==> config.mk <==
export PLATFORM = sky130hd
export DESIGN_NAME = twrb_cell
export DESIGN_NICKNAME = d
export VERILOG_FILES = /design/src/design/twrb_pkg.sv /design/src/design/twrb_cell.sv
export SDC_FILE = /design/constraint.sdc
export NUM_CORES = 1
export LEC_CHECK = 0
export BUFFER_PORTS_ARGS = -buffer_cell sky130_fd_sc_hd__buf_2
export CORE_AREA = 3 3 138 140
export DETAILED_ROUTE_END_ITERATION = 7
export DIE_AREA = 0 0 141 143
export HOLD_SLACK_MARGIN = 0.02
export PLACE_DENSITY = 0.73
export SYNTH_ARGS = -nofsm -noshare
export SYNTH_HDL_FRONTEND = slang
export SYNTH_SLANG_ARGS = --single-unit
export TNS_END_PERCENT = 100
==> constraint.sdc <==
create_clock -name i_clk -period 5.3 [get_ports i_clk]
set_clock_uncertainty 0.2 [all_clocks]
set_input_delay 0.265 -clock i_clk [delete_from_list [all_inputs] [get_ports i_clk]]
set_output_delay 0.265 -clock i_clk [all_outputs]
set_load 0.05 [all_outputs]
==> src/design/twrb_pkg.sv <==
// ----------------------------------------------------------------------------
// twrb_pkg
// Shared types and constants for the time window reorder buffer.
// ----------------------------------------------------------------------------
package twrb_pkg;

    localparam int CAPACITY = 32;

    localparam int TIME_W   = 40;
    localparam int KEY_W    = 32;
    localparam int TAG_W    = 16;
    localparam int EPOCH_W  = 22;
    localparam int DEPTH_W  = 8;
    localparam int WINDOW_W = EPOCH_W + DEPTH_W;
    localparam int ADDR_W   = 3;
    localparam int DATA_W   = 32;

    localparam logic [EPOCH_W-1:0] EPOCH_RESET = EPOCH_W'(6000);
    localparam logic [DEPTH_W-1:0] DEPTH_RESET = DEPTH_W'(3);

    // register index, taken from paddr[2]
    localparam logic REG_EPOCH  = 1'b0;
    localparam logic REG_WINDOW = 1'b1;

    typedef enum logic {
        OP_PUSH  = 1'b0,
        OP_FLUSH = 1'b1
    } t_op;

    typedef enum logic [1:0] {
        VERDICT_ORDER  = 2'd0,
        VERDICT_REJECT = 2'd1,
        VERDICT_DUP    = 2'd2
    } t_verdict;

    typedef enum logic [1:0] {
        CELL_HOLD,
        CELL_INSERT,
        CELL_SHIFT,
        CELL_POP
    } t_cell_cmd;

    typedef enum logic [2:0] {
        S_IDLE,
        S_INSERT,
        S_RELEASE,
        S_DRAIN,
        S_FLUSH,
        S_FINISH
    } t_state;

    typedef struct packed {
        logic [TIME_W-1:0] time_stamp;
        logic [KEY_W-1:0]  sort_key;
        logic [TAG_W-1:0]  message_tag;
    } t_item;

    // broadcast from the sequencer to every cell
    typedef struct packed {
        t_cell_cmd cmd;
        t_item     item;
    } t_cell_ctrl;

    // what a cell shows its neighbors
    typedef struct packed {
        logic  valid;
        logic  lt;
        t_item item;
    } t_link;

endpackage

==> src/design/twrb_cell.sv <==
// ----------------------------------------------------------------------------
// twrb_cell
// One slot of the sorted chain: holds a message, compares it with the
// incoming one and moves data to or from its neighbors.
// ----------------------------------------------------------------------------
module twrb_cell (
    input  logic                 i_clk,
    input  logic                 i_rst_n,
    input  twrb_pkg::t_cell_ctrl i_ctrl,
    input  twrb_pkg::t_link      i_left,
    input  twrb_pkg::t_link      i_right,
    output twrb_pkg::t_link      o_link,
    output logic                 o_eq
);

    logic            r_valid;
    twrb_pkg::t_item r_item;
    logic            n_valid;
    twrb_pkg::t_item n_item;
    logic            lt_self;

    // incoming message sorts ahead of this slot (an empty slot always loses)
    assign lt_self = !r_valid
        || (i_ctrl.item.time_stamp < r_item.time_stamp)
        || ((i_ctrl.item.time_stamp == r_item.time_stamp)
            && (i_ctrl.item.sort_key < r_item.sort_key));

    assign o_eq = r_valid
        && (i_ctrl.item.time_stamp == r_item.time_stamp)
        && (i_ctrl.item.sort_key == r_item.sort_key);

    assign o_link = '{valid: r_valid, lt: lt_self, item: r_item};

    always_comb begin
        n_valid = r_valid;
        n_item  = r_item;
        case (i_ctrl.cmd)
            twrb_pkg::CELL_INSERT: begin
                // open a gap at the insert point, push the tail up
                n_valid = r_valid | i_left.valid;
                if (lt_self && !i_left.lt) begin
                    n_item = i_ctrl.item;
                end else if (lt_self) begin
                    n_item = i_left.item;
                end
            end
            twrb_pkg::CELL_SHIFT: begin
                // full store: move the head part down, drop in the new one
                if (!i_right.lt) begin
                    n_item = i_right.item;
                end else if (!lt_self) begin
                    n_item = i_ctrl.item;
                end
            end
            twrb_pkg::CELL_POP: begin
                n_valid = i_right.valid;
                n_item  = i_right.item;
            end
            default: begin
            end
        endcase
    end

    always_ff @(posedge i_clk) begin
        if (!i_rst_n) begin
            r_valid <= 1'b0;
        end else begin
            r_valid <= n_valid;
        end
        r_item <= n_item;
    end

endmodule
# After elaboration in Yosys (flattened, before gate mapping)

Index checks and enable logic that the tools add are counted.

Flip-flop bits (word level): 89
Input port bits: 272
Output and inout bits: 91
Word-level logic and storage cells: 31

$lt $le $gt $ge: 2
Equality and inequality tests: 7
Muxes and demuxes: 6
Bitwise logic cells: 1
Reduce and logical (&&, ||, !) cells: 11

Operators with widths:

| kind                                           | count |
|---|---|
| two-way mux 88 bit                             | 4 |
| one-hot mux 88 bit (3 select lines)            | 1 |
| == test 40 bit                                 | 1 |
| < comparator 40 bit                            | 1 |
| == test 32 bit                                 | 1 |
| < comparator 32 bit                            | 1 |
| != test 3 bit (second input constant)          | 2 |
| == test 2 bit (second input constant)          | 2 |
| logical AND 1 bit                              | 4 |
| AND reduction 3 bit                            | 1 |
| nonzero test 3 bit                             | 1 |
| == test 2 x 1 -> 1 bit (second input constant) | 1 |
| zero test 1 bit                                | 2 |
| logical OR 1 bit                               | 2 |
| one-hot mux 1 bit (2 select lines)             | 1 |
| nonzero test 2 bit                             | 1 |
| bitwise OR 1 bit                               | 1 |

# Longest topological paths before layout

Depth after elaboration: 6
Mapped depth: 12
Gate-level depth less buffers: 9

# Least setup slack after synthesis

Ideal clock, no wire load.

Path kind: register -> register
Start: register r_item (netlist bit o_link[79])
End: register r_item (netlist bit o_link[0]), enable pin
Setup time: 456 ps
Arrival: 4526 ps
Data required time: 4644 ps
Setup slack: 119 ps
Stages on the path, launching flop included: 10
Buffers on the path: 0
Period minus slack after synthesis: 5181 ps
Cells stage by stage: edfxtp_1 > inv_1 > ha_1 > nand4_2 > nor4_4 > o211ai_1 > or3_4 > nor4b_1 > or3_1 > a22o_1

Longest elaborated chain between the ends: 6
Elaborated cells between the ends (all ways): 9
Classes of those cells: order compare (1); eq/ne (3); reduce/logical (5)

Ends and longest elaborated chain:

| element                                                      | RTL line                         | RTL |
|---|---|---|
| from (decl)                                                  | twrb_cell.sv:17                  | `twrb_pkg::t_item r_item;` |
| from (signal assigned)                                       | twrb_cell.sv:70                  | `r_item <= n_item;` |
| < comparator 40 bit / == test 40 bit (equally long branches) | twrb_cell.sv:24, twrb_cell.sv:25 |  |
| logical OR 1 bit / logical AND 1 bit (equally long branches) | twrb_cell.sv:24, twrb_cell.sv:26 |  |
| logical OR 1 bit (*)                                         | twrb_cell.sv:25                  | `\|\| ((i_ctrl.item.time_stamp == r_item.time_stamp)` |
| named net lt_self                                            | twrb_cell.sv:20                  | `logic lt_self;` |
| logical AND 1 bit                                            | twrb_cell.sv:41                  | `if (lt_self && !i_left.lt) begin` |
| != test 3 bit (no line)                                      | n/a                              |  |
| AND reduction 3 bit (no line) (*)                            | n/a                              |  |

The timed path passes the listed nets; every way through them passes the cells marked *.
A chain may end at the register's enable or synchronous reset.

# Final worst setup path

Start: register r_item (netlist bit o_link[83])
End: register r_item (netlist bit o_link[23]), enable pin

Longest elaborated chain between the ends: 6
Elaborated cells between the ends (all ways): 9
Classes of those cells: order compare (1); eq/ne (3); reduce/logical (5)

Ends and longest elaborated chain:

| element                                                      | RTL line |
|---|---|
| < comparator 40 bit / == test 40 bit (equally long branches) | twrb_cell.sv:24, twrb_cell.sv:25 |
| logical OR 1 bit / logical AND 1 bit (equally long branches) | twrb_cell.sv:24, twrb_cell.sv:26 |
| logical OR 1 bit (*)                                         | twrb_cell.sv:25 |
| logical AND 1 bit                                            | twrb_cell.sv:41 |
| != test 3 bit (no line)                                      | n/a |
| AND reduction 3 bit (no line) (*)                            | n/a |

Mark *: on every way between the ends. The rest lies on a longest branch, timed or not.

==> qor.csv <==
metric,value,unit
synthMuxAreaShare,0,
fin_tns_setup,0,ns
r2r-end,o_link[23],
synth_top_family_by_area,simple AND/OR/NAND/NOR gates,
synth_flop_cell,edfxtp_1,
gp_congestion,0.880,
slew_violations,0,
viasPerCell,5.81,
final_cell_count_no_fill,1522,
synth_compound_area_frac,0.184,
drt-total-wl,29.2,mm
clk_pin_slew_worst_paths,0.07,ns
post_cts_buffers,0,
netlist_area,7650,µm²
vdd_drop_max,0.000156,V
grt_usage,0.275,
die-area,20200,µm²
area_delta_synth_final,29.9,%
worst_pin_slew,1.07,ns
final_nets,1629,
drc,0,
htree_num_levels,3,
antenna_left,0,
synthAdderAreaFrac,0.118,
syn_inst,971,
synth_edf_count,88,
final_util,0.553,
syn_area_per_cell,7.88,µm²
grt_overflow,0,
leakagePower,4.93,nW
vias,8844,
worstPathRequired,5.11,ns
fmax,0.244,GHz
maxSlewHeadroom,0.284,
synthXorXnorAreaFrac,0,
powerDensity,286,nW/µm²
antenna_found_initial,4,
cts_tree,yes,
holdBufCountCts,5,
synth-simple-area-share,0.264,
setup.worst_path.start_class,register,
fin_crit_sh,0.774,
first_pass_iters,5,
first_global_vias,8409,
hp-start,i_left[74],
cts_root_buffer,clkbuf_16,
clk_path_buf_depth,2,
cap_violations,0,
core,18000,µm²
ys.warnings.count,0,
ys_ff_latch,89,
period_needed,4.10,ns
async_flop_share,0,
hold_path_class,input port to register,
ys_seq_area_frac,0.348,
postCtsResizedCells,0,
r2r.worst_path.cells,10,
dp.cells,1498,
io_pins,363,
place_hpwl,21.0,mm
rows,49,
critPathKind,register to register,
finalPower,0.00285,W
die_y,143,µm
r2r_setup_slack,1.20,ns
grt_pass1_wl,44.4,mm
rsz0062_at_grt,false,
final_hold_viol_count,0,
io_buffers,362,
clkSinkCount,89,
min_path_cells,3,
r2r_start,o_link[83],
wl_per_cell,19.2,µm
crit_arrival,3.92,ns
hold_end,o_link[74],
setup_violations,0,
cts_made_buffers,9,
drt_iter0_drc,833,
end_kind,register,
start_util,0.426,
status,"complete, no violations",
clock_latency,0.35,ns
die_w,141,µm
critPathMaxFanout,47,
final_layout_size_suffix_gt1_frac,0.313,
holdWs,0.0477,ns
synth_fp_nets,1315,
grt_start_max_net_pins,91,
synth_cell_type_count,44,
-- worst max-delay path by stage --
stage | to | slack, ns | start | cells after the start
2_1_floorplan | o_link[0] | 0.12 | o_link[79] | 9
3_3_place_gp | o_link[26] | 1.34 | i_ctrl[83] | 10
3_5_place_dp | o_link[21] | 1.21 | i_ctrl[83] | 10
4_1_cts | o_link[23] | 1.20 | o_link[83] | 10
5_1_grt | o_link[18] | 0.93 | o_link[83] | 10
6_report | o_link[23] | 1.20 | o_link[83] | 10
-- power breakdown --
| part | internal, W | switching, W | leakage, nW |
|---|---|---|---|
| sequential | 0.000895 | 0.0000423 | 0.879 |
| combinational | 0.000346 | 0.000792 | 3.89 |
| clock | 0.000467 | 0.000305 | 0.167 |
-- worst max-delay path, stage by stage, from the launching register on --
cell      delay, ns
edfxtp_1       0.34
inv_1          0.05
ha_1           0.31
nand4_1        0.24
nor4_4         0.41
o211ai_1       0.15
or3_4          0.39
nor4b_1        0.38
or3_1          0.21
a22o_4         0.55
buf_4          0.46
-- cell families (layout without fill, tap and decap cells) --
group	after synthesis	count (layout)
AND/OR/NAND/NOR	414	414
AO/OA/AOI/OAI	240	240
buffers and inverters	156	475
flip-flops	89	89
adder cells (fa/ha/maj)	72	72
other	0	3
-- sequential cells by signal, summed over array words and instances (netlist names) --
register	flops
r_valid	1
o_link	88
-- Yosys cell counts, types with 2 or more instances --
| library cell | count | area share |
|---|---|---|
| a21boi_0 | 3 | 0.0029 |
| a21o_1 | 3 | 0.0029 |
| a21oi_1 | 33 | 0.022 |
| a31oi_1 | 88 | 0.072 |
| and3_1 | 87 | 0.071 |
| buf_2 | 3 | 0.0020 |
| buf_4 | 2 | 0.0020 |
| buf_6 | 4 | 0.0059 |
| buf_8 | 2 | 0.0039 |
| clkbuf_1 | 60 | 0.029 |
| clkbuf_2 | 7 | 0.0046 |
| edfxtp_1 | 88 | 0.35 |
| ha_1 | 72 | 0.12 |
| inv_1 | 77 | 0.038 |
| nand2_1 | 185 | 0.091 |
| nand3_1 | 97 | 0.063 |
| nand4_1 | 20 | 0.016 |
| nand4_2 | 2 | 0.0033 |
| nor2_1 | 6 | 0.0029 |
| nor2b_1 | 3 | 0.0025 |
| nor3_1 | 5 | 0.0033 |
| nor4_1 | 3 | 0.0025 |
| o211ai_1 | 6 | 0.0059 |
| o21a_1 | 2 | 0.0020 |
| o21ai_0 | 67 | 0.044 |
| o21ai_1 | 26 | 0.017 |
| o31ai_1 | 2 | 0.0020 |
| or3_1 | 2 | 0.0016 |
-- layout make-up --
class	instances	area [µm²]
Fill cell	1731	8020
Tap cell	229	287
Inverter	77	290
Clock inverter	7	124
Sequential cell	89	2660
Clock buffer	9	225
Multi-Input combinational cell	726	4360
Timing Repair Buffer	382	1990
Antenna cell	3	7.51
-- cell usage in the layout, fill, tap and decap left out, types with 6 or more instances in the layout --
cell type and instances:
buf_2 362, o21ai_1 26, o21ai_0 67, buf_4 14, and3_1 87, clkbuf_16 9, nand4_1 20, a21oi_1 33
ha_1 72, nand2_1 184, o211ai_1 6, nand3_1 97, edfxtp_1 88, nor2_1 6, inv_1 76, a31oi_1 88
-- layer usage --
metal	vias up	track usage	wire length, µm
met2	513	0.447	13700
li1	4167	-	-
met5	-	0	21
met1	4072	0.353	11400
met3	88	0.0559	2930
met4	4	0.133	1180
-- per-stage QoR --
step | area, µm² | setup slack [ns]
finish | 9940 | 1.20
detailed placement | 9540 | 1.21
global route | 9940 | 0.934
floorplan | 7650 | 0.119
CTS | 9930 | 1.20
global placement | 9540 | 1.34
Note: power is estimated with default switching activity, not from simulation.
